[src/rtl/pcmsa_pkg.sv]
// ----------------------------------------------------------------------------
// pcmsa_pkg : shared types and constants of the PCM slot allocator
// Field widths, status and register codes, the front item record, the
// divider request record and the back-end sequencer states.
// ----------------------------------------------------------------------------
package pcmsa_pkg;

  // Field widths
  localparam int BYTES_W    = 19;
  localparam int RATE_W     = 16;
  localparam int ADDR_W     = 19;
  localparam int PTR_W      = 20;
  localparam int SUM_W      = 21;
  localparam int SLOT_CNT_W = 7;
  localparam int SLOT_IDX_W = 6;
  localparam int PITCH_W    = 15;
  localparam int PLAY_W     = 18;
  localparam int BPB_W      = 12;
  localparam int STATUS_W   = 2;
  localparam int OCT_W      = 4;
  localparam int FRAC_W     = 10;
  localparam int CFG_IDX_W  = 2;
  localparam int CFG_DATA_W = 19;

  // Chip output rate and the size limits
  localparam logic [RATE_W-1:0]  CHIP_RATE     = 16'd44100;
  localparam logic [BYTES_W-1:0] LIMIT_16      = 19'd131072;
  localparam logic [BYTES_W-1:0] LIMIT_8       = 19'd65536;
  localparam logic [ADDR_W-1:0]  RAM_END_RST   = 19'd522240;
  localparam logic [ADDR_W-1:0]  LOAD_BASE_RST = 19'd11304;
  localparam logic [7:0]         Q_SAT         = 8'd255;

  // Bytes per blank: x / fps equals (x * recip) >> BPB_SHIFT for any 17-bit x,
  // with recip = 2^23 / fps rounded up (50 frames for PAL, 60 otherwise).
  localparam int                 BPB_SHIFT  = 23;
  localparam int                 RECIP_W    = 18;
  localparam int                 BPB_PROD_W = RATE_W + 1 + RECIP_W;
  localparam logic [RECIP_W-1:0] RECIP_PAL  = 18'd167773;
  localparam logic [RECIP_W-1:0] RECIP_NTSC = 18'd139811;

  // Register indexes on the configuration port
  localparam logic [CFG_IDX_W-1:0] CFG_PAL_REGION = 2'd0;
  localparam logic [CFG_IDX_W-1:0] CFG_RAM_END    = 2'd1;
  localparam logic [CFG_IDX_W-1:0] CFG_LOAD_BASE  = 2'd2;

  // Shared divider geometry
  localparam int DIV_NW = 26;
  localparam int DIV_DW = 17;
  localparam int DIV_CW = $clog2(DIV_NW);

  // Queue between front and back
  localparam int QDEPTH = 2;
  localparam int QAW    = $clog2(QDEPTH);
  localparam int QCW    = $clog2(QDEPTH + 1);

  typedef enum logic [STATUS_W-1:0] {
    STAT_OK         = 2'd0,
    STAT_RAM_FULL   = 2'd1,
    STAT_TOO_BIG    = 2'd2,
    STAT_SLOTS_FULL = 2'd3
  } status_t;

  typedef struct packed {
    logic [BYTES_W-1:0] bytes;
    logic [PTR_W-1:0]   aligned;
    logic [RATE_W-1:0]  rate;
    logic               eight;
    logic               too_big;
  } fe_item_t;

  typedef struct packed {
    logic              start;
    logic [DIV_NW-1:0] dividend;
    logic [DIV_DW-1:0] divisor;
  } div_req_t;

  typedef struct packed {
    logic              done;
    logic [DIV_NW-1:0] quotient;
  } div_rsp_t;

  typedef enum logic [2:0] {
    BK_IDLE,
    BK_CHECK,
    BK_QDIV,
    BK_FPREP,
    BK_FDIV,
    BK_EMIT
  } back_state_t;

  // Bit length of an 8-bit value, zero for zero.
  function automatic logic [OCT_W-1:0] bit_len8(input logic [7:0] v);
    logic [OCT_W-1:0] n;
    n = '0;
    for (int i = 0; i < 8; i++) begin
      if (v[i]) n = OCT_W'(i + 1);
    end
    return n;
  endfunction

endpackage

[src/rtl/pcmsa_div.sv]
// ----------------------------------------------------------------------------
// pcmsa_div : shared restoring divider
// Unsigned division, one quotient bit per cycle; done pulses for one cycle
// after the last step with the quotient held until the next start.
// ----------------------------------------------------------------------------
module pcmsa_div
  import pcmsa_pkg::*;
(
  input  logic     clk,
  input  logic     rst_n,
  input  div_req_t req,
  output div_rsp_t rsp
);

  logic              busy_r, busy_nxt;
  logic              done_r, done_nxt;
  logic [DIV_CW-1:0] cnt_r, cnt_nxt;
  logic [DIV_NW-1:0] num_r, num_nxt;
  logic [DIV_DW-1:0] den_r, den_nxt;
  logic [DIV_DW-1:0] rem_r, rem_nxt;
  logic [DIV_NW-1:0] quo_r, quo_nxt;
  logic [DIV_DW:0]   trial;
  logic              fits;

  assign trial = {rem_r, num_r[DIV_NW-1]};
  assign fits  = (trial >= {1'b0, den_r});

  always_comb begin
    busy_nxt = busy_r;
    done_nxt = 1'b0;
    cnt_nxt  = cnt_r;
    num_nxt  = num_r;
    den_nxt  = den_r;
    rem_nxt  = rem_r;
    quo_nxt  = quo_r;
    if (req.start) begin
      busy_nxt = 1'b1;
      cnt_nxt  = DIV_CW'(DIV_NW - 1);
      num_nxt  = req.dividend;
      den_nxt  = req.divisor;
      rem_nxt  = '0;
      quo_nxt  = '0;
    end else if (busy_r) begin
      rem_nxt = fits ? DIV_DW'(trial - {1'b0, den_r}) : trial[DIV_DW-1:0];
      quo_nxt = {quo_r[DIV_NW-2:0], fits};
      num_nxt = {num_r[DIV_NW-2:0], 1'b0};
      if (cnt_r == '0) begin
        busy_nxt = 1'b0;
        done_nxt = 1'b1;
      end else begin
        cnt_nxt = cnt_r - 1'b1;
      end
    end
  end

  always_ff @(posedge clk) begin
    if (!rst_n) begin
      busy_r <= 1'b0;
      done_r <= 1'b0;
    end else begin
      busy_r <= busy_nxt;
      done_r <= done_nxt;
    end
    cnt_r <= cnt_nxt;
    num_r <= num_nxt;
    den_r <= den_nxt;
    rem_r <= rem_nxt;
    quo_r <= quo_nxt;
  end

  assign rsp.done     = done_r;
  assign rsp.quotient = quo_r;

endmodule

[src/rtl/pcmsa_front.sv]
// ----------------------------------------------------------------------------
// pcmsa_front : request intake and classification
// Rounds the size up to four bytes, flags oversize requests and holds the
// classified requests in a short queue for the back end.
// ----------------------------------------------------------------------------
module pcmsa_front
  import pcmsa_pkg::*;
(
  input  logic               clk,
  input  logic               rst_n,
  input  logic               in_push,
  output logic               in_full,
  input  logic [BYTES_W-1:0] in_sample_bytes,
  input  logic [RATE_W-1:0]  in_sample_rate,
  input  logic               in_is_eight_bit,
  output logic               item_valid,
  output fe_item_t           item,
  input  logic               item_pop
);

  fe_item_t         q_mem_r [QDEPTH];
  logic [QAW-1:0]   wr_ptr_r, wr_ptr_nxt;
  logic [QAW-1:0]   rd_ptr_r, rd_ptr_nxt;
  logic [QCW-1:0]   cnt_r, cnt_nxt;
  logic             push_ok;
  logic             pop_ok;
  logic [PTR_W-1:0] padded;
  fe_item_t         new_item;

  assign in_full    = (cnt_r == QCW'(QDEPTH));
  assign item_valid = (cnt_r != '0);
  assign push_ok    = in_push && !in_full;
  assign pop_ok     = item_pop && item_valid;

  always_comb begin
    padded           = PTR_W'(in_sample_bytes) + PTR_W'(3);
    new_item.bytes   = in_sample_bytes;
    new_item.aligned = {padded[PTR_W-1:2], 2'b00};
    new_item.rate    = in_sample_rate;
    new_item.eight   = in_is_eight_bit;
    new_item.too_big = in_is_eight_bit ? (in_sample_bytes > LIMIT_8)
                                       : (in_sample_bytes > LIMIT_16);
  end

  always_comb begin
    wr_ptr_nxt = push_ok ? QAW'(wr_ptr_r + 1'b1) : wr_ptr_r;
    rd_ptr_nxt = pop_ok  ? QAW'(rd_ptr_r + 1'b1) : rd_ptr_r;
    cnt_nxt    = cnt_r + QCW'(push_ok) - QCW'(pop_ok);
  end

  always_ff @(posedge clk) begin
    if (!rst_n) begin
      wr_ptr_r <= '0;
      rd_ptr_r <= '0;
      cnt_r    <= '0;
    end else begin
      wr_ptr_r <= wr_ptr_nxt;
      rd_ptr_r <= rd_ptr_nxt;
      cnt_r    <= cnt_nxt;
    end
    if (push_ok) q_mem_r[wr_ptr_r] <= new_item;
  end

  assign item = q_mem_r[rd_ptr_r];

endmodule

[src/rtl/pcmsa_back.sv]
// ----------------------------------------------------------------------------
// pcmsa_back : allocation sequencer
// Checks a request against the slot table and the load pointer, works out
// the pitch word on the shared divider and the bytes per blank by a
// reciprocal multiplication, and presents the result beat from an output
// register.
// ----------------------------------------------------------------------------
module pcmsa_back
  import pcmsa_pkg::*;
#(
  parameter int MAX_SLOTS = 64
)
(
  input  logic                  clk,
  input  logic                  rst_n,
  input  logic                  cfg_we,
  input  logic [CFG_IDX_W-1:0]  cfg_index,
  input  logic [CFG_DATA_W-1:0] cfg_wdata,
  input  logic                  item_valid,
  input  fe_item_t              item,
  output logic                  item_pop,
  output div_req_t              div_req,
  input  div_rsp_t              div_rsp,
  output logic                  out_empty,
  input  logic                  out_pop,
  output logic [STATUS_W-1:0]   out_status,
  output logic [SLOT_IDX_W-1:0] out_slot_index,
  output logic [ADDR_W-1:0]     out_load_address,
  output logic [PITCH_W-1:0]    out_pitch_word,
  output logic [PLAY_W-1:0]     out_play_size,
  output logic [BPB_W-1:0]      out_bytes_per_blank,
  output logic                  out_depth_flag
);

  back_state_t             state_r, state_nxt;
  fe_item_t                it_r, it_nxt;
  status_t                 status_r, status_nxt;
  logic [OCT_W-1:0]        oct_r, oct_nxt;
  logic                    neg_r, neg_nxt;
  logic [FRAC_W-1:0]       frac_r, frac_nxt;
  logic [BPB_W-1:0]        bpb_r, bpb_nxt;
  logic                    pal_r;
  logic [ADDR_W-1:0]       ram_end_r;
  logic [PTR_W-1:0]        ptr_r;
  logic [SLOT_CNT_W-1:0]   slots_r;
  logic                    res_valid_r, res_valid_nxt;
  logic [STATUS_W-1:0]     res_status_r;
  logic [SLOT_IDX_W-1:0]   res_slot_r;
  logic [ADDR_W-1:0]       res_addr_r;
  logic [PITCH_W-1:0]      res_pitch_r;
  logic [PLAY_W-1:0]       res_play_r;
  logic [BPB_W-1:0]        res_bpb_r;
  logic                    res_depth_r;
  logic                    emit;
  logic                    ok;
  logic [7:0]              q_sat;
  logic [RATE_W-1:0]       shift_val;
  logic [RATE_W:0]         diff;
  logic [RATE_W-1:0]       mag;
  logic [SUM_W-1:0]        end_sum;
  logic [FRAC_W-1:0]       quo_lo;
  logic [RATE_W:0]         bpb_num;
  logic [RECIP_W-1:0]      recip;
  logic [BPB_PROD_W-1:0]   bpb_prod;

  assign ok        = (status_r == STAT_OK);
  assign emit      = (state_r == BK_EMIT) && (!res_valid_r || out_pop);
  assign q_sat     = (div_rsp.quotient > DIV_NW'(Q_SAT)) ? Q_SAT : div_rsp.quotient[7:0];
  assign shift_val = CHIP_RATE >> oct_r;
  assign diff      = {1'b0, it_r.rate} - {1'b0, shift_val};
  assign mag       = diff[RATE_W] ? RATE_W'(-diff) : diff[RATE_W-1:0];
  assign end_sum   = SUM_W'(ptr_r) + SUM_W'(it_r.bytes);
  assign quo_lo    = div_rsp.quotient[FRAC_W-1:0];
  // Sample bytes per second divided by the frame rate.
  assign bpb_num   = it_r.eight ? {1'b0, it_r.rate} : {it_r.rate, 1'b0};
  assign recip     = pal_r ? RECIP_PAL : RECIP_NTSC;
  assign bpb_prod  = BPB_PROD_W'(bpb_num) * BPB_PROD_W'(recip);

  always_comb begin
    state_nxt  = state_r;
    it_nxt     = it_r;
    status_nxt = status_r;
    oct_nxt    = oct_r;
    neg_nxt    = neg_r;
    frac_nxt   = frac_r;
    bpb_nxt    = bpb_r;
    item_pop   = 1'b0;
    div_req    = '0;
    unique case (state_r)
      BK_IDLE: begin
        if (item_valid) begin
          it_nxt    = item;
          item_pop  = 1'b1;
          state_nxt = BK_CHECK;
        end
      end
      BK_CHECK: begin
        priority if (slots_r >= SLOT_CNT_W'(MAX_SLOTS)) begin
          status_nxt = STAT_SLOTS_FULL;
        end else if (ptr_r > PTR_W'(ram_end_r)) begin
          status_nxt = STAT_RAM_FULL;
        end else if (it_r.too_big) begin
          status_nxt = STAT_TOO_BIG;
        end else if (end_sum > SUM_W'(ram_end_r)) begin
          status_nxt = STAT_RAM_FULL;
        end else begin
          status_nxt = STAT_OK;
        end
        if (status_nxt == STAT_OK) begin
          div_req.start    = 1'b1;
          div_req.dividend = DIV_NW'(CHIP_RATE);
          div_req.divisor  = {1'b0, it_r.rate} + DIV_DW'(1);
          state_nxt        = BK_QDIV;
        end else begin
          state_nxt = BK_EMIT;
        end
      end
      BK_QDIV: begin
        if (div_rsp.done) begin
          oct_nxt   = bit_len8(q_sat);
          state_nxt = BK_FPREP;
        end
      end
      BK_FPREP: begin
        neg_nxt          = diff[RATE_W];
        div_req.start    = 1'b1;
        div_req.dividend = {mag, {FRAC_W{1'b0}}};
        div_req.divisor  = {1'b0, shift_val};
        state_nxt        = BK_FDIV;
      end
      BK_FDIV: begin
        if (div_rsp.done) begin
          // Truncation toward zero: negate the magnitude quotient.
          frac_nxt  = neg_r ? FRAC_W'(-quo_lo) : quo_lo;
          bpb_nxt   = bpb_prod[BPB_SHIFT +: BPB_W];
          state_nxt = BK_EMIT;
        end
      end
      BK_EMIT: begin
        if (emit) state_nxt = BK_IDLE;
      end
      default: state_nxt = BK_IDLE;
    endcase
  end

  always_comb begin
    res_valid_nxt = res_valid_r;
    if (emit) begin
      res_valid_nxt = 1'b1;
    end else if (out_pop) begin
      res_valid_nxt = 1'b0;
    end
  end

  always_ff @(posedge clk) begin
    if (!rst_n) begin
      state_r     <= BK_IDLE;
      res_valid_r <= 1'b0;
      pal_r       <= 1'b0;
      ram_end_r   <= RAM_END_RST;
      ptr_r       <= PTR_W'(LOAD_BASE_RST);
      slots_r     <= '0;
    end else begin
      state_r     <= state_nxt;
      res_valid_r <= res_valid_nxt;
      if (emit && ok) begin
        slots_r <= slots_r + 1'b1;
        ptr_r   <= ptr_r + it_r.aligned;
      end
      if (cfg_we) begin
        if (cfg_index == CFG_PAL_REGION) pal_r     <= cfg_wdata[0];
        if (cfg_index == CFG_RAM_END)    ram_end_r <= cfg_wdata;
        if (cfg_index == CFG_LOAD_BASE)  ptr_r     <= PTR_W'(cfg_wdata);
      end
    end
    it_r     <= it_nxt;
    status_r <= status_nxt;
    oct_r    <= oct_nxt;
    neg_r    <= neg_nxt;
    frac_r   <= frac_nxt;
    bpb_r    <= bpb_nxt;
    if (emit) begin
      res_status_r <= status_r;
      res_slot_r   <= ok ? slots_r[SLOT_IDX_W-1:0] : '0;
      res_addr_r   <= ok ? ptr_r[ADDR_W-1:0] : '0;
      res_pitch_r  <= ok ? {OCT_W'(5'd16 - {1'b0, oct_r}), 1'b0, frac_r} : '0;
      res_play_r   <= ok ? (it_r.eight ? it_r.aligned[PLAY_W-1:0]
                                       : it_r.aligned[PLAY_W:1]) : '0;
      res_bpb_r    <= ok ? bpb_r : '0;
      res_depth_r  <= ok ? it_r.eight : 1'b0;
    end
  end

  assign out_empty           = !res_valid_r;
  assign out_status          = res_status_r;
  assign out_slot_index      = res_slot_r;
  assign out_load_address    = res_addr_r;
  assign out_pitch_word      = res_pitch_r;
  assign out_play_size       = res_play_r;
  assign out_bytes_per_blank = res_bpb_r;
  assign out_depth_flag      = res_depth_r;

endmodule

[src/rtl/pcm_slot_allocator_pitch_word_top.sv]
// ----------------------------------------------------------------------------
// pcm_slot_allocator_pitch_word_top : PCM sample slot allocator
// Registers PCM samples in sound RAM and returns slot, address, pitch word,
// play size and bytes per video blank for each one.
// ----------------------------------------------------------------------------
// Each request beat (size in bytes, sample rate, 8-bit or 16-bit) yields
// exactly one result beat, in order. A request is checked in this order:
// a full slot table, a load pointer already past ram_end, a size over the
// limit (128 KiB for 16-bit, 64 KiB for 8-bit), then a sample end past
// ram_end; a failed check returns only the status, with every other field
// zero and the allocator state untouched. A granted sample gets the next
// slot number and the current load pointer, and the pointer then moves on
// by the size rounded up to four bytes. Requests are taken into a two-deep
// queue while the allocator works, so the producer is not held up by a
// single request in flight, and a finished result waits in an output
// register while the next request is already being worked on. For a granted
// request, the octave and the pitch fraction are two divisions of 26 steps
// each on a single shared one-bit-per-cycle divider, and the bytes per blank
// come from a reciprocal multiplication by the frame rate in the cycle that
// the fraction completes. A refused request skips both divisions.
// Configuration writes are meant for idle periods; writing load_base moves
// the load pointer at once and leaves the slot count alone.
// ----------------------------------------------------------------------------
module pcm_slot_allocator_pitch_word_top
  import pcmsa_pkg::*;
#(
  parameter int MAX_SLOTS = 64
)
(
  input  logic                  clk,
  input  logic                  rst_n,
  // Configuration write port
  input  logic                  cfg_we,
  input  logic [CFG_IDX_W-1:0]  cfg_index,
  input  logic [CFG_DATA_W-1:0] cfg_wdata,
  // Request channel
  input  logic                  in_push,
  output logic                  in_full,
  input  logic [BYTES_W-1:0]    in_sample_bytes,
  input  logic [RATE_W-1:0]     in_sample_rate,
  input  logic                  in_is_eight_bit,
  // Result channel
  output logic                  out_empty,
  input  logic                  out_pop,
  output logic [STATUS_W-1:0]   out_status,
  output logic [SLOT_IDX_W-1:0] out_slot_index,
  output logic [ADDR_W-1:0]     out_load_address,
  output logic [PITCH_W-1:0]    out_pitch_word,
  output logic [PLAY_W-1:0]     out_play_size,
  output logic [BPB_W-1:0]      out_bytes_per_blank,
  output logic                  out_depth_flag
);

  // Classified requests travel from the front to the sequencer.
  logic     item_valid;
  logic     item_pop;
  fe_item_t item;
  // The sequencer owns the shared divider.
  div_req_t div_req;
  div_rsp_t div_rsp;

  pcmsa_front u_front (
    .clk             (clk),
    .rst_n           (rst_n),
    .in_push         (in_push),
    .in_full         (in_full),
    .in_sample_bytes (in_sample_bytes),
    .in_sample_rate  (in_sample_rate),
    .in_is_eight_bit (in_is_eight_bit),
    .item_valid      (item_valid),
    .item            (item),
    .item_pop        (item_pop)
  );

  pcmsa_div u_div (
    .clk   (clk),
    .rst_n (rst_n),
    .req   (div_req),
    .rsp   (div_rsp)
  );

  pcmsa_back #(
    .MAX_SLOTS (MAX_SLOTS)
  ) u_back (
    .clk                 (clk),
    .rst_n               (rst_n),
    .cfg_we              (cfg_we),
    .cfg_index           (cfg_index),
    .cfg_wdata           (cfg_wdata),
    .item_valid          (item_valid),
    .item                (item),
    .item_pop            (item_pop),
    .div_req             (div_req),
    .div_rsp             (div_rsp),
    .out_empty           (out_empty),
    .out_pop             (out_pop),
    .out_status          (out_status),
    .out_slot_index      (out_slot_index),
    .out_load_address    (out_load_address),
    .out_pitch_word      (out_pitch_word),
    .out_play_size       (out_play_size),
    .out_bytes_per_blank (out_bytes_per_blank),
    .out_depth_flag      (out_depth_flag)
  );

endmodule
[config.mk]
export PLATFORM = sky130hd
export DESIGN_NAME = pcm_slot_allocator_pitch_word_top
export DESIGN_NICKNAME = d
export VERILOG_FILES = /design/src/rtl/pcmsa_pkg.sv /design/src/rtl/pcmsa_div.sv /design/src/rtl/pcmsa_front.sv /design/src/rtl/pcmsa_back.sv /design/src/rtl/pcm_slot_allocator_pitch_word_top.sv
export SDC_FILE = /design/constraint.sdc
export NUM_CORES = 1
export LEC_CHECK = 0
export ABC_AREA = 1
export BUFFER_PORTS_ARGS = -buffer_cell sky130_fd_sc_hd__buf_4
export CORE_MARGIN = 2
export CORE_UTILIZATION = 30
export CTS_CLUSTER_SIZE = 30
export DETAILED_ROUTE_END_ITERATION = 16
export PLACE_DENSITY = 0.49
export SYNTH_ARGS = -nofsm -noshare
export SYNTH_HDL_FRONTEND = slang
export SYNTH_SLANG_ARGS = --single-unit
[constraint.sdc]
create_clock -name clk -period 5.9 [get_ports clk]
set_input_delay 0.59 -clock clk [delete_from_list [all_inputs] [get_ports clk]]
set_output_delay 0.59 -clock clk [all_outputs]
set_load 0.01 [all_outputs]
### Word-level counts from Yosys, hierarchy flattened

Memories as Yosys holds them, arrays and structs flattened. A register that Yosys moved wholly into a read port is not among the register bits.
Cells that the tools add are included.

| operators by class | value |
|---|---|
| $add $sub $neg | 15 |
| multipliers | 1 |
| magnitude comparators | 7 |
| equal/unequal tests | 12 |
| shift operators | 1 |
| mux-type cells | 43 |
| bitwise gates (word level) | 3 |
| reduce and logical (&&, ||, !) cells | 23 |

Operator list:

| cell | number |
|---|---|
| $pmux 44 s2 | 1 |
| $mux 20 | 3 |
| $mux 26 | 2 |
| $mux 44 | 1 |
| $mul 17x18->35 | 1 |
| $mux 17 | 2 |
| $mux 16 | 2 |
| $mux 3 | 9 |
| $gt 26x8->1 const B | 1 |
| $add 20x19->21 | 1 |
| $gt 21x19->1 | 1 |
| $add 19x2->20 const B | 1 |
| $add 20x20->20 | 1 |
| $gt 20x19->1 | 1 |
| $gt 19x17->1 const B | 1 |
| $gt 19x18->1 const B | 1 |
| $ge 18x17->1 | 1 |
| $mux 18 | 1 |
| $pmux 3 s6 | 1 |
| $add 16x1->17 const B | 1 |
| $sub 16x16->17 | 1 |
| $sub 17x17->17 | 1 |
| $neg 16->16 | 1 |
| $shr 16x4->16 const A | 1 |
| other kinds (30) | 68 |

| word-level totals | value |
|---|---|
| bits in registers | 270 |
| memory bits (writable) | 110 |
| input port bits | 62 |
| output and inout port bits | 75 |
| memories | 1 |

Memories:

| memory | words | width | read ports | clocked after Yosys merged registers in | wr ports | line | text |
|---|---|---|---|---|---|---|---|
| u_front.q_mem_r | 2 | 55 | 1 | 1 | 1 | pcmsa_front.sv:21 | `fe_item_t q_mem_r [QDEPTH];` |

### Longest topological paths before layout

Gate-level depths: netlist of run 1.

| depth | value |
|---|---|
| depth in word-level cells | 11 |
| gate-level depth with buffers | 30 |
| mapped depth without buffers | 30 |

### Cells and area by module

A second synthesis of run 1 with hierarchy kept.

| unflattened totals | value |
|---|---|
| cell total of the unflattened synthesis | 3,357 |
| area total of the unflattened synthesis | 29,912.4 um^2 |

By module, submodules not included:

| module | times used | cells each | area an instance (um^2) | seq. area each (um^2) |
|---|---|---|---|---|
| pcmsa_back | 1 | 2,438 | 20,482.1 | 5,765.5 |
| pcmsa_front | 1 | 313 | 4,744.6 | 3,403.3 |
| pcmsa_div | 1 | 606 | 4,685.7 | 2,292.2 |

### Least setup slack after synthesis of run 1

No wires, ideal clock.

| path | value |
|---|---|
| path type | register -> register |
| start | register u_back.it_r[1] in the netlist's numbering |
| end | register u_back.bpb_r[9] (data pin) |
| data arrival time | 6,041 ps |
| required time | 5,648 ps |
| path slack | -393 ps |
| cell stages (with the launch flop) | 25 |
| path buffers | 1 |
| cell sequence | edfxtp_1 -> clkbuf_1 -> nor2_1 -> inv_1 -> nor2_1 -> inv_1 -> fa_1 -> fa_1 -> inv_1 -> fa_1 -> fa_1 -> fa_1 -> inv_1 -> fa_1 -> inv_1 -> ha_1 -> a21oi_1 -> inv_1 -> a21oi_1 -> nor2_1 -> o211a_1 -> a211oi_1 -> nand2_1 -> nand2_1 -> nand2_1 |

| between the ends | value |
|---|---|
| longest elaborated chain between the ends | 2 |

Ends and longest elaborated chain:

| item | line | text |
|---|---|---|
| start, declared | pcmsa_back.sv:36 | `fe_item_t it_r, it_nxt;` |
| start signal, assigned | pcmsa_back.sv:176 | `it_r <= it_nxt;` |
| $mux 17 | pcmsa_back.sv:75 | `assign bpb_num = it_r.eight ? {1'b0, it_r.rate} : {it_r.rate, 1'b0};` |
| $mul 17x18->35 | pcmsa_back.sv:77 | `assign bpb_prod = BPB_PROD_W'(bpb_num) * BPB_PROD_W'(recip);` |
| net u_back.bpb_prod[32] | pcmsa_back.sv:64 | `logic [BPB_PROD_W-1:0] bpb_prod;` |
| end signal, assigned | pcmsa_back.sv:181 | `bpb_r <= bpb_nxt;` |
| end, declared | pcmsa_back.sv:41 | `logic [BPB_W-1:0] bpb_r, bpb_nxt;` |

The timed path passes the listed nets, and every way through them passes these cells.
A chain may end at the register's enable or synchronous reset.

### Final worst setup path of run 1

| path | value |
|---|---|
| start | register u_back.it_r[1] in the netlist's numbering |
| end | register u_back.bpb_r[8] (data pin) |

Same word-level chain as after synthesis.

==> impl_metrics.json, run 1 <==
{
  "fin_skew_ns": 0.02764,
  "rsz0062_at_grt": "true",
  "grt_max_degree": 60,
  "vias": 22040,
  "seq_area_frac_synth": 0.3925,
  "drt_wl_total_mm": 77.38,
  "yosysUniqueCellTypes": 52,
  "use_met3": 0.02137,
  "grt_pass1_wl_mm": 120.3,
  "drtPass1Iterations": 5,
  "endpoint_kind": "flop",
  "yosys_warnings": 0,
  "clkSlewWorstSetupHoldPaths_ns": 0.07,
  "grtUsageTotal": 0.1560,
  "drv_cap": 0,
  "grt_antenna_before_repair": 1,
  "worst_slack_ns": -0.1078,
  "relSlewSlack": 0.3756,
  "crit_type": "reg2reg",
  "drc": 0,
  "die_w_um": 313.7,
  "fin_nets": 4077,
  "worstMarginPinSlew_ns": 0.9356,
  "start_util": 0.3028,
  "place.detailed.hpwl_mm": 60.62,
  "hold_class": "in2reg",
  "period_needed_ns": 6.008,
  "synth_edf_count": 306,
  "cts_buffer_depth": 3,
  "core_area_um2": 95010,
  "fmax_mhz": 166.5,
  "cts_root_buffer": "clkbuf_16",
  "preCtsSetupSlack_ns": -0.3941,
  "drtIter0Drc": 1140,
  "synthDominantCellAreaShare": 0.3194,
  "worstPathArrival_ns": 6.36,
  "cts_tree": "done",
  "routabilityCongestion": 0.8885,
  "grt.busiest_layer": "met2",
  "ant_nets": 0,
  "grt_pass1_vias": 21690,
  "die_area_um2": 98390,
  "status": "finished with violations",
  "setup_viol": 4,
  "finalHoldViolations": 0,
  "critPathMaxFanout": 6,
  "synthToLayoutAreaGrowth_pct": 22.70,
  "slew_violations": 0,
  "viasPerCell": 4.506,
  "finalCritPeriodShare": 1.018,
  "numCtsBuffers": 48,
  "num_io_pins": 137,
  "syn-cell-area_um2": 28770,
  "grt_remaining_overflow": 0,
  "h-tree-depth": 2,
  "num_rows": 113,
  "synth_ff_type": "edfxtp_1",
  "async_flop_share": 0,
  "synth_largest_area_cell": "edfxtp_1",
  "met2_usage": 0.2543,
  "clk_latency_ns": 0.62,
  "drive_above_1_share": 0.1782,
  "required_ns": 6.25,
  "setup.worst_path.start_class": "flop",
  "violations": "negative setup slack",
  "cts_sinks": 411,
  "post_drt_wl_per_cell_um": 15.82,
  "yosys-top-cells-area": "edfxtp_1 32%, fa_1 11%, ha_1 11%",
  "use_met1": 0.2193,
  "synthCells": 3272,
  "synth.avg_cell_area_um2": 8.792,
  "portBuffers": 134,
  "dieHeight_um": 313.7,
  "ys_ff_latch": 411
}
cells in the final DEF (no fill, tap or decap), types with 18 or more instances in the layout:
cell type / Yosys / layout
nand2_1: 668 / 641
inv_1: 603 / 554
buf_4: 2 / 307
edfxtp_1: 306 / 306
nor2_1: 274 / 244
ha_1: 264 / 241
a21oi_1: 214 / 194
fa_1: 165 / 146
o21ai_0: 168 / 145
dfxtp_1: 105 / 104
nand3_1: 109 / 100
inv_2: 8 / 58
xor2_1: 54 / 54
clkbuf_16: 0 / 52
nor3_1: 39 / 33
nand4_1: 32 / 32
xnor2_1: 30 / 30
nor2_4: 1 / 21
o22ai_1: 21 / 21
ha_4: 0 / 21
nand2_2: 0 / 20
fa_2: 0 / 19
conb_1: 2 / 18
metal layers:
metal | share of wire | routed length, µm
met1 | 0.48 | 37300
met2 | 0.46 | 35590
met3 | 0.038 | 2925
met4 | 0.020 | 1566
met5 | 0 | 0
stage by stage:
stage / instance area (µm²) / hold slack (ns) / std cells / utilization / setup TNS, ns
finish: 35300 / 0.1616 / 4892 / 0.3715 / -0.2211
global route: 35300 / 0.1262 / 4892 / 0.3715 / -2.496
CTS: 34270 / 0.1135 / 4871 / 0.3606 / -1.357
detailed placement: 32520 / 0.4639 / 4781 / 0.3423 / -3.629
global placement: 32520 / 0.4597 / 4781 / 0.3423 / -3.155
floorplan: 28920 / 0.4272 / 3288 / - / 0
repair_timing:
item                                    in CTS  in global routing
hold buffers                                 0                  0
setup buffers                                0                 18
resized for setup                           33                225
pin swaps                                    3                123
endpoints found under the setup margin      12                 12
cloned                                       0                  3
sequential cells by signal, indices dropped and copies added (netlist names), 3 cells and up:
register                    cells
u_front.q_mem_r               110
u_back.it_r                    55
u_div.quo_r                    26
u_div.num_r                    24
u_back.ptr_r                   20
u_back.out_load_address        19
u_back.ram_end_r               19
u_back.out_play_size           17
u_div.den_r                    17
u_div.rem_r                    17
u_back.out_pitch_word          14
u_back.bpb_r                   12
u_back.out_bytes_per_blank     12
u_back.frac_r                  10
u_back.slots_r                  7
u_back.out_slot_index           6
u_div.cnt_r                     5
u_back.oct_r                    4
u_back.state_r                  3
worst max-delay path, cell delays in order (launching register included):
cell and delay (ns):
edfxtp_1 0.54, buf_6 0.21, buf_12 0.12, o21ai_2 0.12, buf_6 0.13, nor2_4 0.04, inv_2 0.08, fa_2 0.46
fa_1 0.57, inv_2 0.06, fa_2 0.53, fa_2 0.45, fa_1 0.52, inv_2 0.04, fa_1 0.51, inv_2 0.05
ha_4 0.21, a21o_1 0.20, a21oi_2 0.15, o21ai_2 0.08, a221oi_2 0.26, nand2_2 0.12, a21oi_2 0.16, inv_1 0.06
nand2_1 0.05, nand2_1 0.04
cell families after synthesis:
logic type	after synthesis	synth area share
compound gates	489	0.09264
xor+xnor	84	0.02557
fa+ha+maj	429	0.2296
buf+inv	690	0.09151
flops	411	0.3925
other cells	2	0.0002610
simple gates	1167	0.1679
Yosys cell counts (14+ instances only):
| cell | n |
|---|---|
| a21o_1 | 14 |
| a21oi_1 | 214 |
| clkbuf_1 | 62 |
| dfxtp_1 | 105 |
| edfxtp_1 | 306 |
| fa_1 | 165 |
| ha_1 | 264 |
| inv_1 | 603 |
| nand2_1 | 668 |
| nand3_1 | 109 |
| nand4_1 | 32 |
| nor2_1 | 274 |
| nor3_1 | 39 |
| o211ai_1 | 15 |
| o21ai_0 | 168 |
| o22ai_1 | 21 |
| xnor2_1 | 30 |
| xor2_1 | 54 |
path summary, 6_finish.rpt:
kind | startpoint | slack (ns) | depth (start not counted) | end
worst max register to register | u_back.it_r[1]$_DFFE_PP_ | -0.11 | 25 | u_back.bpb_r[8]$_DFFE_PP_
worst min-delay path | in_sample_rate[1] | 0.16 | 1 | u_front.q_mem_r[1][3]$_DFFE_PP_
worst min register to register | u_div.quo_r[19]$_SDFFE_PP0P_ | 0.48 | 2 | u_div.quo_r[19]$_SDFFE_PP0P_
worst max-delay path | u_back.it_r[1]$_DFFE_PP_ | -0.11 | 25 | u_back.bpb_r[8]$_DFFE_PP_
cell type report:
cell class,instances,area (µm²)
antenna,1,2.502
clock buffer,60,1319
clock inverter,30,315.3
fill,9803,59710
inverter,613,2301
multi-input combinational,2187,15920
sequential,411,11290
tap,1265,1583
timing repair buffer,325,2570
Power of run 1 is left out: the tool's default activity adds up to more than one toggle a clock period on the data nets, which glitch-free logic cannot reach.
==> inputs of run 2 (changes only) <==
ABC_AREA = unset   (was 1)
==> run 2 against run 1 <==
The flow still finishes with violations (negative setup slack). Non-clock buffer count down 12. Fmax fell by 14%. Critical path depth up 2. Register-to-register slack worse by 0.96 ns. Count of clock-buffer cells in the layout is 1 higher. Sequential share of layout area up 1.4 points. Die area fell by 3.7%. Cell count down 16%. Area after synthesis fell by 3.8%. Critical path type unchanged.
==> impl_metrics.json, run 2 <==
{
  "drtIter0Drc": 1179,
  "largest_reg_flops": 110,
  "status": "finished with violations",
  "die_w_um": 307.7,
  "dieHeight_um": 307.7,
  "synth_most_common_cell": "inv_1",
  "critical_path_buf_inv_count": 9,
  "worstRegToRegCells": 27,
  "num_rows": 111,
  "drv_cap": 0,
  "synth_ff_type": "edfxtp_1",
  "reg_top3": "u_front.q_mem_r: 110 flops, u_back.it_r: 55 flops, u_div.quo_r: 26 flops",
  "finalCritPeriodShare": 1.180,
  "die_area_um2": 94700,
  "num_io_pins": 137,
  "ys_ff_latch": 411,
  "fmax_mhz": 143.6,
  "grt_max_degree": 58,
  "layout_commonest_cell": "inv_1",
  "grt_pass1_wl_mm": 118.3,
  "max_stage_delay_ns": 0.52,
  "syn-cell-area_um2": 27680,
  "r2r_setup_slack_ns": -1.06,
  "async_flop_share": 0,
  "yosysUniqueCellTypes": 77,
  "viasPerCell": 4.710,
  "synthToLayoutAreaGrowth_pct": 22.19,
  "numCtsBuffers": 49,
  "portBuffers": 134,
  "drc": 0,
  "place.detailed.hpwl_mm": 58.82,
  "timing.critical_path.mode_cell": "fa_1",
  "preCtsSetupSlack_ns": -1.279,
  "fin_tns_setup_ns": -6.788,
  "hold_end": "u_front.q_mem_r[1][3]$_DFFE_PP_",
  "dp.cells": 3992,
  "rr_startpoint": "u_back.it_r[1]$_DFFE_PP_",
  "fin_skew_ns": 0.04258,
  "ant_nets": 0,
  "setup.worst_path.start_class": "flop",
  "yosys_warnings": 0,
  "finalHoldViolations": 0,
  "slew_violations": 0,
  "synth_edf_count": 306,
  "drtPass1Iterations": 5,
  "r2r_end": "u_back.bpb_r[11]$_DFFE_PP_",
  "post_drt_wl_per_cell_um": 18.32,
  "crit_type": "reg2reg",
  "synth_largest_area_cell": "edfxtp_1",
  "h-tree-depth": 2,
  "grt_pass1_vias": 20410,
  "min_from": "in_sample_rate[1]",
  "cts_root_buffer": "clkbuf_16",
  "cts_tree": "done",
  "final_cells": 4111,
  "synthDominantCellAreaShare": 0.3320,
  "required_ns": 6.25,
  "critPathSlowestCell": "fa_1",
  "vias": 19360,
  "critPathMaxFanout": 8,
  "drive_above_1_share": 0.2142,
  "seq_area_frac_synth": 0.4079,
  "synthCells": 2581,
  "worstMarginPinSlew_ns": 1.107,
  "worst_slack_ns": -1.063,
  "drt_wl_total_mm": 75.32,
  "clkSlewWorstSetupHoldPaths_ns": 0.06,
  "layout_common_cells": "320 x inv_1, 306 x edfxtp_1, 295 x buf_4",
  "synth.avg_cell_area_um2": 10.72,
  "cts_buffer_depth": 3,
  "cp_top_family": "adder cells",
  "core_area_um2": 91520,
  "hold_class": "in2reg",
  "grt_antenna_before_repair": 2,
  "violations": "negative setup slack",
  "cts_sinks": 411,
  "worstPathArrival_ns": 7.31,
  "yosys-top-cells-area": "edfxtp_1 33%, fa_1 12%, ha_1 12%",
  "hold_depth": 1,
  "regMostFlops": "u_front.q_mem_r",
  "period_needed_ns": 6.963,
  "relSlewSlack": 0.2619,
  "routabilityCongestion": 0.8709,
  "fin_nets": 3372,
  "clk_latency_ns": 0.61,
  "start_util": 0.3024,
  "endpoint_kind": "flop",
  "rsz0062_at_grt": "true",
  "setup_viol": 12,
  "grt_remaining_overflow": 0,
  "grtUsageTotal": 0.1603,
  "synthTopCellsByCount": "362 x inv_1, 306 x edfxtp_1, 264 x ha_1"
}
==> run 2: changes by cell type in the layout (fill, tap and decap cells not counted), sizes merged, moves of 79 or more <==
cell,previous run,this run
nand3,111,31
o21ai,178,89
inv,616,371
nor2,281,194
a21oi,216,137
nand2,668,161
==> run 2: how the worst max path moves through the flow <==
stage,from,to,slack [ns],depth (start not counted)
3_3_place_gp,u_back.it_r[1]$_DFFE_PP_,u_back.bpb_r[11]$_DFFE_PP_,-1.23,23
2_1_floorplan,u_back.it_r[1]$_DFFE_PP_,u_back.bpb_r[11]$_DFFE_PP_,-0.88,24
6_report,u_back.it_r[1]$_DFFE_PP_,u_back.bpb_r[11]$_DFFE_PP_,-1.06,27
5_1_grt,u_back.it_r[1]$_DFFE_PP_,u_back.bpb_r[11]$_DFFE_PP_,-1.33,29
4_1_cts,u_back.it_r[1]$_DFFE_PP_,u_back.bpb_r[11]$_DFFE_PP_,-1.08,27
3_5_place_dp,u_back.it_r[1]$_DFFE_PP_,u_back.bpb_r[11]$_DFFE_PP_,-1.28,23
==> run 2: worst register-to-register path, cell delays in order (launching register included) <==
cell and delay [ns]:
edfxtp_1 0.41, buf_6 0.15, buf_12 0.15, buf_6 0.13
mux2i_4 0.17, inv_2 0.08, buf_6 0.12, fa_1 0.49
fa_1 0.52, inv_1 0.05, fa_1 0.46, fa_1 0.51
inv_2 0.04, fa_1 0.49, inv_2 0.04, fa_1 0.49
inv_2 0.05, ha_4 0.22, a2111oi_4 0.31, o21ai_2 0.12
a22oi_2 0.24, o21ai_2 0.10, a31o_4 0.22, a221o_1 0.32
o41a_1 0.42, a21o_1 0.20, a21oi_2 0.15, xnor2_1 0.08
==> run 2: logic make-up (layout without fill, tap and decap cells) <==
kind of cell	after synthesis	after routing	synth area share
AO/OA/AOI/OAI	415	415	0.09566
XOR/XNOR	126	126	0.03987
adder cells (fa/ha/maj)	429	429	0.2387
buffers and inverters	446	771	0.06103
flip-flops	411	411	0.4079
multiplexers	124	124	0.04751
other	2	21	0.0002713
AND/OR/NAND/NOR	628	628	0.1090
==> run 2: stage by stage <==
step	cell area, µm²	util	hold WS, ns
2_1_floorplan	27980	-	0.4220
3_3_place_gp	31370	0.3428	0.4474
3_5_place_dp	31370	0.3428	0.4477
4_1_cts	33400	0.3650	0.1332
5_1_grt	33810	0.3694	0.1458
6_report	33820	0.3695	0.1720
==> run 2: layout make-up <==
cell class / instances / area (µm²)
antenna: 3 / 7.507
clock buffer: 61 / 1291
sequential: 411 / 11290
inverter: 366 / 1391
timing repair buffer: 313 / 2460
clock inverter: 31 / 352.8
multi-input combinational: 1740 / 15540
fill: 9011 / 57710
tap: 1186 / 1484
==> run 2: layer usage <==
layer  track usage  wire length [µm]  vias up
met5             0                 0        -
li1              -                 -     9469
met2        0.2641             35050      274
met4       0.02961              1085        0
met3       0.01831              2225       57
met1        0.2279             36960     9562
==> run 2: what timing repair did <==
item,in CTS,in global routing
setup endpoints to repair,12,39
hold buffers,0,0
cloned,1,0
gates resized for setup,60,92
setup buffers,14,13
pin swaps,40,82
Power of run 2 is left out for the same reason.
==> inputs of run 3 (changes only) <==
CORE_UTILIZATION = 57   (was 30)
PLACE_DENSITY = 0.81   (was 0.49)
==> run 3 against run 2 <==
The run still ends with negative setup slack left. Non-clock buffer count down 7. Count of clock-buffer cells in the layout shrank 1. Critical path depth grew 1. Fmax shrank 0.23%. Flip-flop and latch count is the same. Cell count decreased by 14%. Worst setup slack got worse by 0.016 ns. First-iteration DRC count up 22%. Final area fell by 3.4%. Core utilization rose by 31 points. Wire length shrank 9.6%.
==> impl_metrics.json, run 3 (synthesized netlist as in run 2, its figures left out) <==
{
  "status": "finished with violations",
  "violations": "negative setup slack",
  "dieHeight_um": 224.4,
  "place_area_um2": 30650,
  "drt_wl_total_mm": 68.12,
  "core_area_um2": 47850,
  "worstPathArrival_ns": 7.30,
  "cts_root_buffer": "clkbuf_16",
  "layout_common_cells": "342 x inv_1, 306 x edfxtp_1, 294 x buf_4",
  "rsz0062_at_grt": "true",
  "clkSlewWorstSetupHoldPaths_ns": 0.08,
  "grt_pass1_vias": 20640,
  "cts_tree": "done",
  "max_stage_delay_ns": 0.52,
  "drtPass1Iterations": 8,
  "fmax_mhz": 143.3,
  "worst_slack_ns": -1.079,
  "vias": 20010,
  "drtIter0Drc": 1435,
  "period_needed_ns": 6.979,
  "final_cells": 3522,
  "worstMarginPinSlew_ns": 1.199,
  "dp.cells": 3420,
  "ant_nets": 0,
  "viasPerCell": 5.681,
  "cts_sinks": 411,
  "die_area_um2": 50340,
  "setup_viol": 12,
  "numCtsBuffers": 45,
  "endpoint_kind": "flop",
  "cts_buffer_depth": 3,
  "timing.critical_path.mode_cell": "fa_1",
  "regMostFlops": "u_front.q_mem_r",
  "hold_class": "in2reg",
  "grt_max_degree": 73,
  "drv_cap": 0,
  "critPathMaxFanout": 8,
  "finalCritPeriodShare": 1.183,
  "place.detailed.hpwl_mm": 51.58,
  "setup.worst_path.start_class": "flop",
  "finalHoldViolations": 0,
  "fin_skew_ns": 0.02887,
  "slew_violations": 0,
  "critPathSlowestCell": "fa_1",
  "grtUsageTotal": 0.2764,
  "h-tree-depth": 2,
  "crit_type": "reg2reg",
  "fin_nets": 3361,
  "portBuffers": 134,
  "n_antenna_cell": 0,
  "synthToLayoutAreaGrowth_pct": 17.99,
  "relSlewSlack": 0.1982,
  "die_w_um": 224.4,
  "drive_above_1_share": 0.1923,
  "largest_reg_flops": 110,
  "num_rows": 80,
  "grt_remaining_overflow": 0,
  "drc": 0,
  "required_ns": 6.22,
  "routabilityCongestion": 0.9738,
  "post_drt_wl_per_cell_um": 19.34,
  "timing.hold.ws_ns": 0.1784,
  "reg_top3": "u_front.q_mem_r: 110 flops, u_back.it_r: 55 flops, u_div.quo_r: 26 flops",
  "clk_latency_ns": 0.59,
  "layout_commonest_cell": "inv_1",
  "fin_area_um2": 32660,
  "num_io_pins": 137,
  "grt_antenna_before_repair": 0,
  "start_util": 0.5785,
  "grt_pass1_wl_mm": 109.4
}
## run 3: path summary, 6_finish.rpt
kind                               startpoint                               end  slack (ns)  cells past startpoint
setup / recovery     u_back.it_r[1]$_DFFE_PP_        u_back.bpb_r[11]$_DFFE_PP_       -1.08                     28
hold / removal             in_sample_rate[14]  u_front.q_mem_r[1][16]$_DFFE_PP_        0.18                      1
setup reg to reg     u_back.it_r[1]$_DFFE_PP_        u_back.bpb_r[11]$_DFFE_PP_       -1.08                     28
hold reg to reg   u_div.cnt_r[4]$_SDFFE_PP1P_           u_div.done_r$_SDFF_PP0_        0.44                      1
## run 3: layout make-up
cell class | instances | area (µm²)
fillers | 3472 | 15190
well taps | 615 | 769.5
inverters | 366 | 1379
multi-input cells | 1740 | 15280
repair buffers | 306 | 2406
flip-flops and latches | 411 | 11290
clock inverters | 24 | 274.0
clock buffers | 60 | 1256
## run 3: layer usage
layer,part of all wire,wire length (µm),global-route usage,vias to the layer above
li1,-,-,-,9421
met1,0.43,29060,0.3760,9854
met2,0.48,32820,0.4624,622
met3,0.069,4703,0.04324,112
met4,0.023,1534,0.07691,0
met5,0,0,0,-
## run 3: through the flow
stage	worst slack, ns	util	setup TNS [ns]
floorplan	-0.8837	-	-3.384
global placement	-1.118	0.6406	-7.310
detailed placement	-1.216	0.6406	-8.219
CTS	-1.077	0.6784	-7.188
global route	-1.309	0.6825	-9.849
finish	-1.079	0.6825	-7.337
## run 3: timing repair
action | CTS | global route
pin swaps | 47 | 11
setup endpoints to repair | 12 | 12
hold buffers | 0 | 0
setup buffers | 11 | 6
cloned | 1 | 0
resized for setup | 39 | 33
## run 3: worst max-delay path, delay by kind of cell (launching register included)
kind                       cells  cell delay, ns
adders and majority gates      7            3.14
AOI/OAI and AO/OA              9            2.06
buffers and inverters          9            0.75
DFF                            1            0.41
muxes                          1            0.19
and+or+nand+nor                1            0.08
xor gates and xnor gates       1            0.08
Power of run 3 is left out for the same reason.
